<file path="src/hdl/nbe_pkg.sv">
// ----------------------------------------------------------------------------
// nbe_pkg
// Shared types, constants and the knot generator of the basis evaluator.
// ----------------------------------------------------------------------------
package nbe_pkg;

    localparam int MAX_POINTS    = 32;
    localparam int MAX_ORDER     = 8;
    localparam int FRACTION_BITS = 16;

    localparam int IDX_W   = 5;   // control point index
    localparam int CNT_W   = 6;   // point count, knot index, work index
    localparam int ORD_W   = 4;   // order and level
    localparam int KNOT_W  = 6;   // knot value (integer)
    localparam int T_W     = 22;  // parameter, Q6.16
    localparam int W_W     = 24;  // weight, Q8.16
    localparam int V_W     = 17;  // basis value, Q1.16
    localparam int PROD_W  = W_W + V_W;
    localparam int SUM_W   = 46;
    localparam int REM_W   = SUM_W + 1;
    localparam int DVD_W   = 24;
    localparam int STEP_W  = 5;
    localparam int ACC_W   = DVD_W + 1;
    localparam int WORK_DEPTH = MAX_POINTS + MAX_ORDER;
    localparam int CFG_IDX_W  = 2;
    localparam int CFG_DAT_W  = 6;

    localparam logic [V_W-1:0] ONE_VAL = V_W'(1) << FRACTION_BITS;

    localparam logic [CFG_IDX_W-1:0] CFG_ORDER    = 2'd0;
    localparam logic [CFG_IDX_W-1:0] CFG_COUNT    = 2'd1;
    localparam logic [CFG_IDX_W-1:0] CFG_KIND     = 2'd2;
    localparam logic [CFG_IDX_W-1:0] CFG_RATIONAL = 2'd3;

    localparam logic FUNC_LOAD = 1'b0;
    localparam logic FUNC_EVAL = 1'b1;

    typedef struct packed {
        logic [CNT_W-1:0] n;
        logic [CNT_W-1:0] m;
        logic [ORD_W-1:0] k;
        logic             kind;
        logic             rat;
    } t_cfg;

    typedef struct packed {
        logic             wr_weight;
        logic             lat_t;
        logic             ind_wr;
        logic [CNT_W-1:0] raddr;
        logic [CNT_W-1:0] idx;
        logic [ORD_W-1:0] lev;
        logic             term;
        logic             lat_a;
        logic             lat_b;
        logic             acc_clr;
        logic             mul_rec;
        logic             div_rec;
        logic             acc_add;
        logic             wr_work;
        logic             sum_clr;
        logic             mul_w;
        logic             sum_add;
        logic             div_frac;
        logic             out_load;
    } t_cmd;

    typedef struct packed {
        logic term_ok;
        logic div_done;
        logic sum_zero;
    } t_sts;

    // Knot j of the generated vector: j itself for periodic knots, otherwise
    // k zeros, unit steps, and the final value repeated at the end.
    function automatic logic [KNOT_W-1:0] knot_val(input logic [CNT_W-1:0] j,
                                                  input logic [CNT_W-1:0] n,
                                                  input logic [ORD_W-1:0] k,
                                                  input logic kind);
        logic [CNT_W-1:0] mn;
        logic [KNOT_W-1:0] res;
        mn = (j < n) ? j : n;
        if (kind) begin
            res = j;
        end else if (mn >= CNT_W'(k)) begin
            res = mn - CNT_W'(k) + CNT_W'(1);
        end else begin
            res = '0;
        end
        return res;
    endfunction

endpackage

</file>
<file path="src/hdl/nbe_div.sv">
// ----------------------------------------------------------------------------
// nbe_div
// Serial restoring divider, one quotient bit per cycle, with a preset remainder.
// ----------------------------------------------------------------------------
module nbe_div (
    input  logic                           i_clk,
    input  logic                           i_rst_n,
    input  logic                           i_start,
    input  logic [nbe_pkg::REM_W-1:0]      i_rem0,
    input  logic [nbe_pkg::DVD_W-1:0]      i_dividend,
    input  logic [nbe_pkg::SUM_W-1:0]      i_divisor,
    input  logic [nbe_pkg::STEP_W-1:0]     i_steps,
    output logic                           o_done,
    output logic [nbe_pkg::DVD_W-1:0]      o_quotient,
    output logic [nbe_pkg::REM_W-1:0]      o_remainder
);

    logic [nbe_pkg::REM_W-1:0]  r_rem, n_rem;
    logic [nbe_pkg::DVD_W-1:0]  r_quo, n_quo;
    logic [nbe_pkg::DVD_W-1:0]  r_dvd, n_dvd;
    logic [nbe_pkg::SUM_W-1:0]  r_den;
    logic [nbe_pkg::STEP_W-1:0] r_cnt, n_cnt;
    logic                       r_busy, n_busy;
    logic                       r_done, n_done;
    logic [nbe_pkg::REM_W-1:0]  w_shift;

    always_comb begin
        w_shift = {r_rem[nbe_pkg::REM_W-2:0], r_dvd[nbe_pkg::DVD_W-1]};
        n_rem   = r_rem;
        n_quo   = r_quo;
        n_dvd   = r_dvd;
        n_cnt   = r_cnt;
        n_busy  = r_busy;
        n_done  = 1'b0;
        if (r_busy) begin
            n_dvd = {r_dvd[nbe_pkg::DVD_W-2:0], 1'b0};
            if (w_shift >= {1'b0, r_den}) begin
                n_rem = w_shift - {1'b0, r_den};
                n_quo = {r_quo[nbe_pkg::DVD_W-2:0], 1'b1};
            end else begin
                n_rem = w_shift;
                n_quo = {r_quo[nbe_pkg::DVD_W-2:0], 1'b0};
            end
            n_cnt = r_cnt - nbe_pkg::STEP_W'(1);
            if (r_cnt == nbe_pkg::STEP_W'(1)) begin
                n_busy = 1'b0;
                n_done = 1'b1;
            end
        end
    end

    always_ff @(posedge i_clk) begin
        if (i_start) begin
            r_rem <= i_rem0;
            r_quo <= '0;
            r_dvd <= i_dividend;
            r_den <= i_divisor;
            r_cnt <= i_steps;
        end else begin
            r_rem <= n_rem;
            r_quo <= n_quo;
            r_dvd <= n_dvd;
            r_cnt <= n_cnt;
        end
    end

    always_ff @(posedge i_clk) begin
        if (!i_rst_n) begin
            r_busy <= 1'b0;
            r_done <= 1'b0;
        end else begin
            r_busy <= i_start ? 1'b1 : n_busy;
            r_done <= n_done;
        end
    end

    assign o_done      = r_done;
    assign o_quotient  = r_quo;
    assign o_remainder = r_rem;

endmodule

</file>
<file path="src/hdl/nbe_datapath.sv">
// ----------------------------------------------------------------------------
// nbe_datapath
// Weight and recursion stores, knot logic, shared multiplier and divider.
// ----------------------------------------------------------------------------
module nbe_datapath (
    input  logic                          i_clk,
    input  logic                          i_rst_n,
    input  nbe_pkg::t_cfg                 i_cfg,
    input  nbe_pkg::t_cmd                 i_cmd,
    output nbe_pkg::t_sts                 o_sts,
    input  logic [nbe_pkg::IDX_W-1:0]     i_point_index,
    input  logic [nbe_pkg::W_W-1:0]       i_point_weight,
    input  logic [nbe_pkg::T_W-1:0]       i_param_t,
    output logic [nbe_pkg::IDX_W-1:0]     o_basis_index,
    output logic [nbe_pkg::V_W-1:0]       o_basis_value,
    output logic                          o_last_value
);

    localparam int F = nbe_pkg::FRACTION_BITS;

    logic [nbe_pkg::W_W-1:0]   r_weight [nbe_pkg::MAX_POINTS];
    logic [nbe_pkg::V_W-1:0]   r_work   [nbe_pkg::WORK_DEPTH];
    logic [nbe_pkg::W_W-1:0]   r_w_q;
    logic [nbe_pkg::V_W-1:0]   r_work_q;
    logic [nbe_pkg::T_W-1:0]   r_t;
    logic [nbe_pkg::V_W-1:0]   r_a, r_b, r_v;
    logic [nbe_pkg::PROD_W-1:0] r_prod;
    logic [nbe_pkg::KNOT_W-1:0] r_span;
    logic                      r_ok;
    logic [nbe_pkg::ACC_W-1:0] r_acc;
    logic [nbe_pkg::SUM_W-1:0] r_sum;

    logic [nbe_pkg::KNOT_W-1:0] w_kn_i, w_kn_i1, w_kn_il, w_kn_il1, w_kn_m;
    logic [nbe_pkg::T_W-1:0]    w_ua, w_ub, w_lo_next, w_last;
    logic                       w_ind, w_force;
    logic [nbe_pkg::V_W-1:0]    w_vforce, w_sat, w_mul_y, w_frac;
    logic [nbe_pkg::W_W-1:0]    w_mul_x;
    logic [nbe_pkg::KNOT_W-1:0] w_span;
    logic                       w_ok;
    logic [nbe_pkg::PROD_W:0]   w_rnd;
    logic                       w_start;
    logic [nbe_pkg::REM_W-1:0]  w_rem0;
    logic [nbe_pkg::DVD_W-1:0]  w_dvd;
    logic [nbe_pkg::SUM_W-1:0]  w_den;
    logic [nbe_pkg::STEP_W-1:0] w_steps;
    logic                       w_done;
    logic [nbe_pkg::DVD_W-1:0]  w_quo;
    logic [nbe_pkg::REM_W-1:0]  w_rem;
    logic [nbe_pkg::ACC_W-1:0]  w_qr;
    logic                       w_last_idx;

    always_comb begin
        w_kn_i   = nbe_pkg::knot_val(i_cmd.idx, i_cfg.n, i_cfg.k, i_cfg.kind);
        w_kn_i1  = nbe_pkg::knot_val(i_cmd.idx + nbe_pkg::CNT_W'(1), i_cfg.n, i_cfg.k,
                                     i_cfg.kind);
        w_kn_il  = nbe_pkg::knot_val(i_cmd.idx + nbe_pkg::CNT_W'(i_cmd.lev), i_cfg.n,
                                     i_cfg.k, i_cfg.kind);
        w_kn_il1 = nbe_pkg::knot_val(i_cmd.idx + nbe_pkg::CNT_W'(i_cmd.lev)
                                     + nbe_pkg::CNT_W'(1), i_cfg.n, i_cfg.k, i_cfg.kind);
        w_kn_m   = nbe_pkg::knot_val(i_cfg.m, i_cfg.n, i_cfg.k, i_cfg.kind);
        w_ua      = {w_kn_i, F'(0)};
        w_lo_next = {w_kn_i1, F'(0)};
        w_ub      = {w_kn_il1, F'(0)};
        w_last    = {w_kn_m, F'(0)};
        w_ind     = (r_t >= w_ua) && (r_t < w_lo_next);
        w_force   = (r_t == w_last);
        w_last_idx = (i_cmd.idx == i_cfg.n - nbe_pkg::CNT_W'(1));
        w_vforce  = (w_force && w_last_idx) ? nbe_pkg::ONE_VAL : r_work_q;
        w_sat     = (r_acc > nbe_pkg::ACC_W'(nbe_pkg::ONE_VAL)) ? nbe_pkg::ONE_VAL
                                                               : r_acc[nbe_pkg::V_W-1:0];

        // Operands of the one multiplier: a recursion term or a weighting.
        if (i_cmd.mul_w) begin
            w_mul_x = r_w_q;
            w_mul_y = w_vforce;
            w_span  = '0;
            w_ok    = 1'b0;
        end else if (!i_cmd.term) begin
            w_mul_x = nbe_pkg::W_W'(r_t - w_ua);
            w_mul_y = r_a;
            w_span  = w_kn_il - w_kn_i;
            w_ok    = (r_a != '0) && (r_t >= w_ua) && (w_span != '0);
        end else begin
            w_mul_x = nbe_pkg::W_W'(w_ub - r_t);
            w_mul_y = r_b;
            w_span  = w_kn_il1 - w_kn_i1;
            w_ok    = (r_b != '0) && (w_ub >= r_t) && (w_span != '0);
        end

        // Round half up by adding half the divisor before the integer divide.
        w_rnd = {1'b0, r_prod} + ((nbe_pkg::PROD_W + 1)'(r_span) << (F - 1));

        w_start = i_cmd.div_rec || i_cmd.div_frac;
        if (i_cmd.div_frac) begin
            w_rem0  = nbe_pkg::REM_W'(r_prod);
            w_dvd   = '0;
            w_den   = r_sum;
            w_steps = nbe_pkg::STEP_W'(F);
        end else begin
            w_rem0  = '0;
            w_dvd   = w_rnd[F +: nbe_pkg::DVD_W];
            w_den   = nbe_pkg::SUM_W'(r_span);
            w_steps = nbe_pkg::STEP_W'(nbe_pkg::DVD_W);
        end

        w_qr = {1'b0, w_quo};
        if ({w_rem, 1'b0} >= {2'b00, r_sum}) begin
            w_qr = w_qr + nbe_pkg::ACC_W'(1);
        end
        w_frac = (w_qr > nbe_pkg::ACC_W'(nbe_pkg::ONE_VAL)) ? nbe_pkg::ONE_VAL
                                                           : w_qr[nbe_pkg::V_W-1:0];
    end

    nbe_div u_div (
        .i_clk       (i_clk),
        .i_rst_n     (i_rst_n),
        .i_start     (w_start),
        .i_rem0      (w_rem0),
        .i_dividend  (w_dvd),
        .i_divisor   (w_den),
        .i_steps     (w_steps),
        .o_done      (w_done),
        .o_quotient  (w_quo),
        .o_remainder (w_rem)
    );

    always_ff @(posedge i_clk) begin
        if (i_cmd.wr_weight) begin
            r_weight[i_point_index] <= i_point_weight;
        end
        r_w_q <= r_weight[i_cmd.idx[nbe_pkg::IDX_W-1:0]];
    end

    always_ff @(posedge i_clk) begin
        if (i_cmd.ind_wr) begin
            r_work[i_cmd.idx] <= w_ind ? nbe_pkg::ONE_VAL : '0;
        end else if (i_cmd.wr_work) begin
            r_work[i_cmd.idx] <= w_sat;
        end
        r_work_q <= r_work[i_cmd.raddr];
    end

    always_ff @(posedge i_clk) begin
        if (i_cmd.lat_t) begin
            r_t <= i_param_t;
        end
        if (i_cmd.lat_a) begin
            r_a <= r_work_q;
        end
        if (i_cmd.lat_b) begin
            r_b <= r_work_q;
        end
        if (i_cmd.mul_rec || i_cmd.mul_w) begin
            r_prod <= w_mul_x * w_mul_y;
            r_span <= w_span;
            r_ok   <= w_ok;
        end
        if (i_cmd.mul_w) begin
            r_v <= w_vforce;
        end
        if (i_cmd.acc_clr) begin
            r_acc <= '0;
        end else if (i_cmd.acc_add) begin
            r_acc <= r_acc + nbe_pkg::ACC_W'(w_quo);
        end
        if (i_cmd.sum_clr) begin
            r_sum <= '0;
        end else if (i_cmd.sum_add) begin
            r_sum <= r_sum + nbe_pkg::SUM_W'(r_prod);
        end
        if (i_cmd.out_load) begin
            o_basis_index <= i_cmd.idx[nbe_pkg::IDX_W-1:0];
            o_last_value  <= w_last_idx;
            if (!i_cfg.rat) begin
                o_basis_value <= r_v;
            end else if (r_sum == '0) begin
                o_basis_value <= '0;
            end else begin
                o_basis_value <= w_frac;
            end
        end
    end

    assign o_sts.term_ok  = r_ok;
    assign o_sts.div_done = w_done;
    assign o_sts.sum_zero = (r_sum == '0);

endmodule

</file>
<file path="src/hdl/nbe_ctrl.sv">
// ----------------------------------------------------------------------------
// nbe_ctrl
// Configuration registers, handshakes and the sequencer of the evaluation.
// ----------------------------------------------------------------------------
module nbe_ctrl (
    input  logic                           i_clk,
    input  logic                           i_rst_n,
    input  logic                           i_cfg_we,
    input  logic [nbe_pkg::CFG_IDX_W-1:0]  i_cfg_index,
    input  logic [nbe_pkg::CFG_DAT_W-1:0]  i_cfg_data,
    input  logic                           i_in_valid,
    output logic                           o_in_ready,
    input  logic                           i_func,
    output logic                           o_out_valid,
    input  logic                           i_out_ready,
    output nbe_pkg::t_cfg                  o_cfg,
    output nbe_pkg::t_cmd                  o_cmd,
    input  nbe_pkg::t_sts                  i_sts
);

    localparam logic [4:0] ST_IDLE  = 5'd0;
    localparam logic [4:0] ST_IND   = 5'd1;
    localparam logic [4:0] ST_RA    = 5'd2;
    localparam logic [4:0] ST_RB    = 5'd3;
    localparam logic [4:0] ST_LB    = 5'd4;
    localparam logic [4:0] ST_MUL   = 5'd5;
    localparam logic [4:0] ST_DIVS  = 5'd6;
    localparam logic [4:0] ST_DIVW  = 5'd7;
    localparam logic [4:0] ST_WR    = 5'd8;
    localparam logic [4:0] ST_SRD   = 5'd9;
    localparam logic [4:0] ST_SMUL  = 5'd10;
    localparam logic [4:0] ST_SACC  = 5'd11;
    localparam logic [4:0] ST_ORD   = 5'd12;
    localparam logic [4:0] ST_OMUL  = 5'd13;
    localparam logic [4:0] ST_ODIVS = 5'd14;
    localparam logic [4:0] ST_ODIVW = 5'd15;
    localparam logic [4:0] ST_OSET  = 5'd16;
    localparam logic [4:0] ST_OWAIT = 5'd17;

    logic [3:0] r_order;
    logic [5:0] r_count;
    logic       r_kind;
    logic       r_rat;

    logic [4:0]                 r_state, n_state;
    logic [nbe_pkg::CNT_W-1:0]  r_idx, n_idx;
    logic [nbe_pkg::ORD_W-1:0]  r_lev, n_lev;
    logic                       r_term, n_term;

    logic [nbe_pkg::CNT_W-1:0]  w_n, w_m;
    logic [nbe_pkg::ORD_W-1:0]  w_k;
    logic                       w_accept;

    always_ff @(posedge i_clk) begin
        if (!i_rst_n) begin
            r_order <= 4'd4;
            r_count <= 6'd4;
            r_kind  <= 1'b0;
            r_rat   <= 1'b0;
        end else if (i_cfg_we) begin
            case (i_cfg_index)
                nbe_pkg::CFG_ORDER:    r_order <= i_cfg_data[3:0];
                nbe_pkg::CFG_COUNT:    r_count <= i_cfg_data;
                nbe_pkg::CFG_KIND:     r_kind  <= i_cfg_data[0];
                nbe_pkg::CFG_RATIONAL: r_rat   <= i_cfg_data[0];
                default: begin
                end
            endcase
        end
    end

    always_comb begin
        if (r_order < 4'd2) begin
            w_k = 4'd2;
        end else if (r_order > nbe_pkg::ORD_W'(nbe_pkg::MAX_ORDER)) begin
            w_k = nbe_pkg::ORD_W'(nbe_pkg::MAX_ORDER);
        end else begin
            w_k = r_order;
        end
        if (r_count < 6'd2) begin
            w_n = 6'd2;
        end else if (r_count > nbe_pkg::CNT_W'(nbe_pkg::MAX_POINTS)) begin
            w_n = nbe_pkg::CNT_W'(nbe_pkg::MAX_POINTS);
        end else begin
            w_n = r_count;
        end
        w_m = w_n + nbe_pkg::CNT_W'(w_k) - nbe_pkg::CNT_W'(1);
    end

    assign o_cfg.n    = w_n;
    assign o_cfg.m    = w_m;
    assign o_cfg.k    = w_k;
    assign o_cfg.kind = r_kind;
    assign o_cfg.rat  = r_rat;

    assign o_in_ready  = (r_state == ST_IDLE);
    assign o_out_valid = (r_state == ST_OWAIT);
    assign w_accept    = i_in_valid && o_in_ready;

    always_comb begin
        n_state = r_state;
        n_idx   = r_idx;
        n_lev   = r_lev;
        n_term  = r_term;
        o_cmd          = '0;
        o_cmd.idx      = r_idx;
        o_cmd.raddr    = r_idx;
        o_cmd.lev      = r_lev;
        o_cmd.term     = r_term;
        case (r_state)
            ST_IDLE: begin
                if (w_accept) begin
                    if (i_func == nbe_pkg::FUNC_LOAD) begin
                        o_cmd.wr_weight = 1'b1;
                    end else begin
                        o_cmd.lat_t   = 1'b1;
                        o_cmd.sum_clr = 1'b1;
                        n_idx   = '0;
                        n_state = ST_IND;
                    end
                end
            end
            ST_IND: begin
                o_cmd.ind_wr = 1'b1;
                if (r_idx == w_m - nbe_pkg::CNT_W'(1)) begin
                    n_idx   = '0;
                    n_lev   = nbe_pkg::ORD_W'(1);
                    n_state = ST_RA;
                end else begin
                    n_idx = r_idx + nbe_pkg::CNT_W'(1);
                end
            end
            ST_RA: begin
                n_state = ST_RB;
            end
            ST_RB: begin
                o_cmd.raddr = r_idx + nbe_pkg::CNT_W'(1);
                o_cmd.lat_a = 1'b1;
                n_state     = ST_LB;
            end
            ST_LB: begin
                o_cmd.lat_b   = 1'b1;
                o_cmd.acc_clr = 1'b1;
                n_term        = 1'b0;
                n_state       = ST_MUL;
            end
            ST_MUL: begin
                o_cmd.mul_rec = 1'b1;
                n_state       = ST_DIVS;
            end
            ST_DIVS: begin
                if (i_sts.term_ok) begin
                    o_cmd.div_rec = 1'b1;
                    n_state       = ST_DIVW;
                end else if (!r_term) begin
                    n_term  = 1'b1;
                    n_state = ST_MUL;
                end else begin
                    n_state = ST_WR;
                end
            end
            ST_DIVW: begin
                if (i_sts.div_done) begin
                    o_cmd.acc_add = 1'b1;
                    if (!r_term) begin
                        n_term  = 1'b1;
                        n_state = ST_MUL;
                    end else begin
                        n_state = ST_WR;
                    end
                end
            end
            ST_WR: begin
                o_cmd.wr_work = 1'b1;
                if (({1'b0, r_idx} + 7'(r_lev) + 7'd1) < {1'b0, w_m}) begin
                    n_idx   = r_idx + nbe_pkg::CNT_W'(1);
                    n_state = ST_RA;
                end else if ((r_lev + nbe_pkg::ORD_W'(1)) < w_k) begin
                    n_idx   = '0;
                    n_lev   = r_lev + nbe_pkg::ORD_W'(1);
                    n_state = ST_RA;
                end else begin
                    n_idx   = '0;
                    n_state = r_rat ? ST_SRD : ST_ORD;
                end
            end
            ST_SRD: begin
                n_state = ST_SMUL;
            end
            ST_SMUL: begin
                o_cmd.mul_w = 1'b1;
                n_state     = ST_SACC;
            end
            ST_SACC: begin
                o_cmd.sum_add = 1'b1;
                if (r_idx == w_n - nbe_pkg::CNT_W'(1)) begin
                    n_idx   = '0;
                    n_state = ST_ORD;
                end else begin
                    n_idx   = r_idx + nbe_pkg::CNT_W'(1);
                    n_state = ST_SRD;
                end
            end
            ST_ORD: begin
                n_state = ST_OMUL;
            end
            ST_OMUL: begin
                o_cmd.mul_w = 1'b1;
                n_state     = ST_ODIVS;
            end
            ST_ODIVS: begin
                if (r_rat && !i_sts.sum_zero) begin
                    o_cmd.div_frac = 1'b1;
                    n_state        = ST_ODIVW;
                end else begin
                    n_state = ST_OSET;
                end
            end
            ST_ODIVW: begin
                if (i_sts.div_done) begin
                    n_state = ST_OSET;
                end
            end
            ST_OSET: begin
                o_cmd.out_load = 1'b1;
                n_state        = ST_OWAIT;
            end
            ST_OWAIT: begin
                if (i_out_ready) begin
                    if (r_idx == w_n - nbe_pkg::CNT_W'(1)) begin
                        n_state = ST_IDLE;
                    end else begin
                        n_idx   = r_idx + nbe_pkg::CNT_W'(1);
                        n_state = ST_ORD;
                    end
                end
            end
            default: begin
                n_state = ST_IDLE;
            end
        endcase
    end

    always_ff @(posedge i_clk) begin
        if (!i_rst_n) begin
            r_state <= ST_IDLE;
            r_idx   <= '0;
            r_lev   <= '0;
            r_term  <= 1'b0;
        end else begin
            r_state <= n_state;
            r_idx   <= n_idx;
            r_lev   <= n_lev;
            r_term  <= n_term;
        end
    end

endmodule

</file>
<file path="src/hdl/nurbs_basis_evaluator.sv">
// ----------------------------------------------------------------------------
// nurbs_basis_evaluator
// B-spline and rational NURBS basis evaluation by the Cox-de Boor recursion.
// ----------------------------------------------------------------------------
// A load item writes one control-point weight. An evaluate item builds the
// degree-zero interval indicators (m = n + k - 1 of them), then raises them
// level by level in m - level recursion steps per level; each step divides
// only those of its two terms whose operand and knot span are not zero, the
// serial divider being the limiting unit. The results then leave one by one;
// in rational mode a weighting pass over all points comes first and each
// value waits for a 16-step division unless the weight sum is zero. No new
// item is taken until the last basis value of an evaluation has been
// accepted. Weights are held in a store that is not cleared, so a rational
// evaluation must only follow loads of all the points it uses.
module nurbs_basis_evaluator (
    input  logic                           i_clk,
    input  logic                           i_rst_n,
    input  logic                           i_cfg_we,
    input  logic [nbe_pkg::CFG_IDX_W-1:0]  i_cfg_index,
    input  logic [nbe_pkg::CFG_DAT_W-1:0]  i_cfg_data,
    input  logic                           i_in_valid,
    output logic                           o_in_ready,
    input  logic                           i_func,
    input  logic [nbe_pkg::IDX_W-1:0]      i_point_index,
    input  logic [nbe_pkg::W_W-1:0]        i_point_weight,
    input  logic [nbe_pkg::T_W-1:0]        i_param_t,
    output logic                           o_out_valid,
    input  logic                           i_out_ready,
    output logic [nbe_pkg::IDX_W-1:0]      o_basis_index,
    output logic [nbe_pkg::V_W-1:0]        o_basis_value,
    output logic                           o_last_value
);

    nbe_pkg::t_cfg w_cfg;
    nbe_pkg::t_cmd w_cmd;
    nbe_pkg::t_sts w_sts;

    // The sequencer owns configuration and both handshakes.
    nbe_ctrl u_ctrl (
        .i_clk       (i_clk),
        .i_rst_n     (i_rst_n),
        .i_cfg_we    (i_cfg_we),
        .i_cfg_index (i_cfg_index),
        .i_cfg_data  (i_cfg_data),
        .i_in_valid  (i_in_valid),
        .o_in_ready  (o_in_ready),
        .i_func      (i_func),
        .o_out_valid (o_out_valid),
        .i_out_ready (i_out_ready),
        .o_cfg       (w_cfg),
        .o_cmd       (w_cmd),
        .i_sts       (w_sts)
    );

    // The datapath holds the stores, the arithmetic and the output register.
    nbe_datapath u_dp (
        .i_clk          (i_clk),
        .i_rst_n        (i_rst_n),
        .i_cfg          (w_cfg),
        .i_cmd          (w_cmd),
        .o_sts          (w_sts),
        .i_point_index  (i_point_index),
        .i_point_weight (i_point_weight),
        .i_param_t      (i_param_t),
        .o_basis_index  (o_basis_index),
        .o_basis_value  (o_basis_value),
        .o_last_value   (o_last_value)
    );

endmodule
</file>
<file path="config.mk">
export PLATFORM = sky130hd
export DESIGN_NAME = nurbs_basis_evaluator
export DESIGN_NICKNAME = d
export VERILOG_FILES = /design/src/hdl/nbe_pkg.sv /design/src/hdl/nbe_div.sv /design/src/hdl/nbe_datapath.sv /design/src/hdl/nbe_ctrl.sv /design/src/hdl/nurbs_basis_evaluator.sv
export SDC_FILE = /design/constraint.sdc
export NUM_CORES = 2
export LEC_CHECK = 0
export ABC_AREA = 1
export ABC_CLOCK_PERIOD_IN_PS = 27300
export BUFFER_PORTS_ARGS = -buffer_cell sky130_fd_sc_hd__clkbuf_2
export CORE_UTILIZATION = 30
export DETAILED_ROUTE_END_ITERATION = 8
export HOLD_SLACK_MARGIN = 0.06
export SKIP_CTS_REPAIR_TIMING = 1
export SLEW_MARGIN = 20
export SYNTH_ARGS = -nofsm -noshare
export SYNTH_HDL_FRONTEND = slang
export SYNTH_SLANG_ARGS = --single-unit
</file>
<file path="constraint.sdc">
create_clock -name i_clk -period 27.3 [get_ports i_clk]
set_input_delay 5.46 -clock i_clk [delete_from_list [all_inputs] [get_ports i_clk]]
set_output_delay 5.46 -clock i_clk [all_outputs]
set_load 0.1 [all_outputs]
</file>
==> summary.md <==
| Metric | Value |
|---|---|
| Initial antenna violation count | `8` |
| I/O pin count | `90` |
| Synthesized Nets | `10300` |
| Endpoint type of the worst setup path | `flop` |
| Actual slew at the worst max-slew pin | `1.18 ns` |
| Gate family responsible for the most delay along the worst path | `adder cells` |
| Worst Hold Path EP | `u_ctrl.r_order[0]$_SDFFE_PN0P_` |
| Result of the run | `completed` |
| Clock root buffer | `sky130_fd_sc_hd__clkbuf_16` |
| Startpoint type of the worst setup path | `flop` |
| Clock-pin slew reported for the worst setup and hold paths after clock tree synthesis | `0.06 ns` |
| Min Clock Period, post-route | `13.46 ns` |
| Synth-to-layout area growth | `12.9%` |
| Total routed wirelength | `316000 µm` |
| Number of iterations in the first detailed-routing pass | `6` |
| Endpoint required time on the critical path | `27.84 ns` |
| Number of buffers created by CTS | `202` |
| Highest-delay cell along the critical path | `sky130_fd_sc_hd__clkinv_1` |
| Count of warnings emitted by yosys | `0` |
| RSZ-0062 raised after global routing | `no` |
| Largest area contributor in the netlist | `sky130_fd_sc_hd__edfxtp_1` |
| Number of core rows | `211` |
| Aggregate negative setup slack | `0 ns` |
| Final nets | `10400` |
| Post-synth top flop | `sky130_fd_sc_hd__edfxtp_1` |
| Fraction of post-synthesis cell area in the top cell type by area | `0.516` |
| Placed wire-length estimate | `211000 µm` |
| Max Transition Viols Final | `0` |
| CTS HTree Levels | `4` |
| Layout cell share with drive strength beyond 1 | `0.0719` |
| Arrival time at the worst endpoint | `13.99 ns` |
| Maximum fanout along the worst path | `35` |
| Commonest cells in the synthesized netlist | `1714 x sky130_fd_sc_hd__edfxtp_1, 1522 x sky130_fd_sc_hd__nand2_1, 1090 x sky130_fd_sc_hd__inv_1, 910 x sky130_fd_sc_hd__nor2_1, 602 x sky130_fd_sc_hd__o21ai_0` |
| Cell area reported after detailed placement | `106000 µm²` |
| Largest net degree at the start of global routing | `186` |
| Clk sinks | `1880` |
| Per-cell routed wire length | `22.5 µm` |
| Most instantiated library cell after synthesis | `sky130_fd_sc_hd__edfxtp_1` |
| Final cycle utilization of the critical path | `0.493` |
| Leading cell types by total area after synthesis | `sky130_fd_sc_hd__edfxtp_1 52%, sky130_fd_sc_hd__fa_1 7.0%, sky130_fd_sc_hd__nand2_1 5.7%` |
| Reg2reg setup slack | `13.84 ns` |
| Core ar. | `331000 µm²` |
| Die outline area | `335000 µm²` |
| Initial DRC Count | `6815` |
| Maximum clock frequency | `0.0743 GHz` |
| Routed vias/inst | `5.15` |
| Placed Cells | `13700` |
| Largest stage delay on the critical path | `0.67 ns` |
| Most common cell type on the critical path | `sky130_fd_sc_hd__fa_1` |
| Remaining global-route overflow | `0` |
| Port bufs | `89` |
| DIE HEIGHT | `579 µm` |
| #FFs+latches synth | `1880` |
| Buffering stage count on the worst path with inverters included | `8` |
| Initial core utilization | `0.302` |
| Post-route antenna net violation count | `0` |
| Final weighted congestion of routability-driven global placement | `0.977` |
| Endpoint of the worst register-to-register path | `u_dp.r_prod[40]$_DFFE_PP_` |
| Share of synthesized flip-flops with an asynchronous set or reset | `0` |
| Total track usage | `0.184` |
| Timing startpoint of the critical path | `u_ctrl.r_idx[3]$_SDFFE_PN0P_` |
| Vias post-DR | `72300` |
| Post-route standard cell area excluding fillers | `113000 µm²` |
| Hold Path Class | `reg -> reg` |
| Synthesized instance count | `9469` |
| Netlist Area Pre-Place | `99800 µm²` |
| Count of unresolved DRC violations after routing | `0` |
| Final setup violation count | `0` |
| Wire length of the first global-routing pass | `463000 µm` |
| Vias in the first global route | `69900` |
| Number of cells on the worst hold path | `2` |
| Slew Limit Headroom | `0.210` |
| Number of standard cells in the layout, taps in and fillers out | `14000` |
| Portion of the post-synthesis area used by sequential elements | `0.549` |
| Avg Inst Size Synth | `10.5 µm²` |
| Source of the worst hold timing path | `u_ctrl.r_order[0]$_SDFFE_PN0P_` |
| Maximum count of clock buffers along a single path | `4` |
| Die Span X | `579 µm` |
| Cell count of the worst reg-to-reg path | `48` |
| Number of enable flip-flop cells after synthesis | `1714` |
| Max Clock Skew | `0.139 ns` |
| CTS tree | `done` |
| Clock insertion delay at the later pin of the skew report | `0.92 ns` |
| Count of unique library cells instantiated by Yosys | `62` |
| Startpoint of the worst-slack reg-to-reg timing path | `u_ctrl.r_idx[3]$_SDFFE_PN0P_` |
| Path type of the worst setup path | `reg -> reg` |
| Count of max-cap constraint violations | `0` |
| Final-report hold violation count | `0` |
==> state kept, by name, summed over array words and instances, names as in the netlist, 6 cells and up <==
name and flops:
u_dp.r_w_q 24, u_ctrl.r_count 6, u_dp.u_div.r_dvd 24, u_ctrl.r_idx 6, u_dp.r_work_q 17, u_dp.u_div.r_den 46, u_dp.r_b 17, u_dp.r_work 680
u_dp.r_t 22, u_dp.r_v 17, u_dp.o_basis_value 17, u_dp.u_div.o_remainder 47, u_dp.r_sum 46, u_dp.u_div.o_quotient 24, u_dp.r_span 6, u_dp.r_acc 25
u_dp.r_weight 768, u_dp.r_a 17, u_dp.r_prod 41
==> final cells by class <==
type	instances	area, µm²
inverter	1122	4240
clock buffer	234	5220
timing repair buffer	230	1860
tap	4366	5460
fill	33000	218000
sequential	1880	54800
multi-input combinational	6081	39800
antenna	5	12.5
clock inverter	124	1280
==> cell families (layout without fill, tap and decap cells) <==
logic type / Yosys count / count (layout) / synth area share
adder cells (fa/ha/maj): 770 / 770 / 0.123
buffers and inverters: 1508 / 1710 / 0.0586
other: 0 / 5 / 0
XOR/XNOR: 210 / 210 / 0.0184
flip-flops: 1880 / 1880 / 0.549
AND/OR/NAND/NOR: 3063 / 3063 / 0.127
AO/OA/AOI/OAI: 2038 / 2038 / 0.125
==> worst min-delay path: cells and delay by family, from the launching register on <==
family	cells	cell delay (ns)
flops	1	0.30
buf+inv	1	0.07
compound gates	1	0.06
==> placed cells by master, fill, tap and decap left out, drive strengths merged, types with 167 or more instances in the layout <==
cell,instances
inv,1114
nand3,339
ha,421
fa,349
a21oi,537
nor2,913
o21ai,679
edfxtp,1714
o211ai,167
nand2,1529
clkbuf,323
==> per-stage QoR <==
| stage | setup slack (ns) | util | hold slack (ns) |
|---|---|---|---|
| 2_1_floorplan | 16.75 | - | 0.426 |
| 3_3_place_gp | 14.30 | 0.319 | 0.461 |
| 3_5_place_dp | 14.15 | 0.320 | 0.461 |
| 4_1_cts | 13.97 | 0.340 | 0.480 |
| 5_1_grt | 12.73 | 0.341 | 0.485 |
| 6_report | 13.84 | 0.341 | 0.480 |
==> layer usage <==
metal  wire length [µm]  GRT usage
met5                 69          0
met4              11000     0.0616
met3              25100     0.0298
met1             136000      0.254
met2             143000      0.293
==> worst max-delay path by stage <==
stage / endpoint / slack, ns / cells after the start
after floorplan: u_dp.r_prod[26]$_DFFE_PP_ / 16.75 / 59
after global placement: u_dp.r_prod[40]$_DFFE_PP_ / 14.30 / 48
after detailed placement: u_dp.r_prod[40]$_DFFE_PP_ / 14.15 / 48
after CTS: u_dp.r_prod[40]$_DFFE_PP_ / 13.97 / 50
after global routing: u_dp.r_prod[40]$_DFFE_PP_ / 12.73 / 50
final: u_dp.r_prod[40]$_DFFE_PP_ / 13.84 / 48
Power is left out: the tool's default activity adds up to more than one toggle a clock period on the data nets, which glitch-free logic cannot reach.
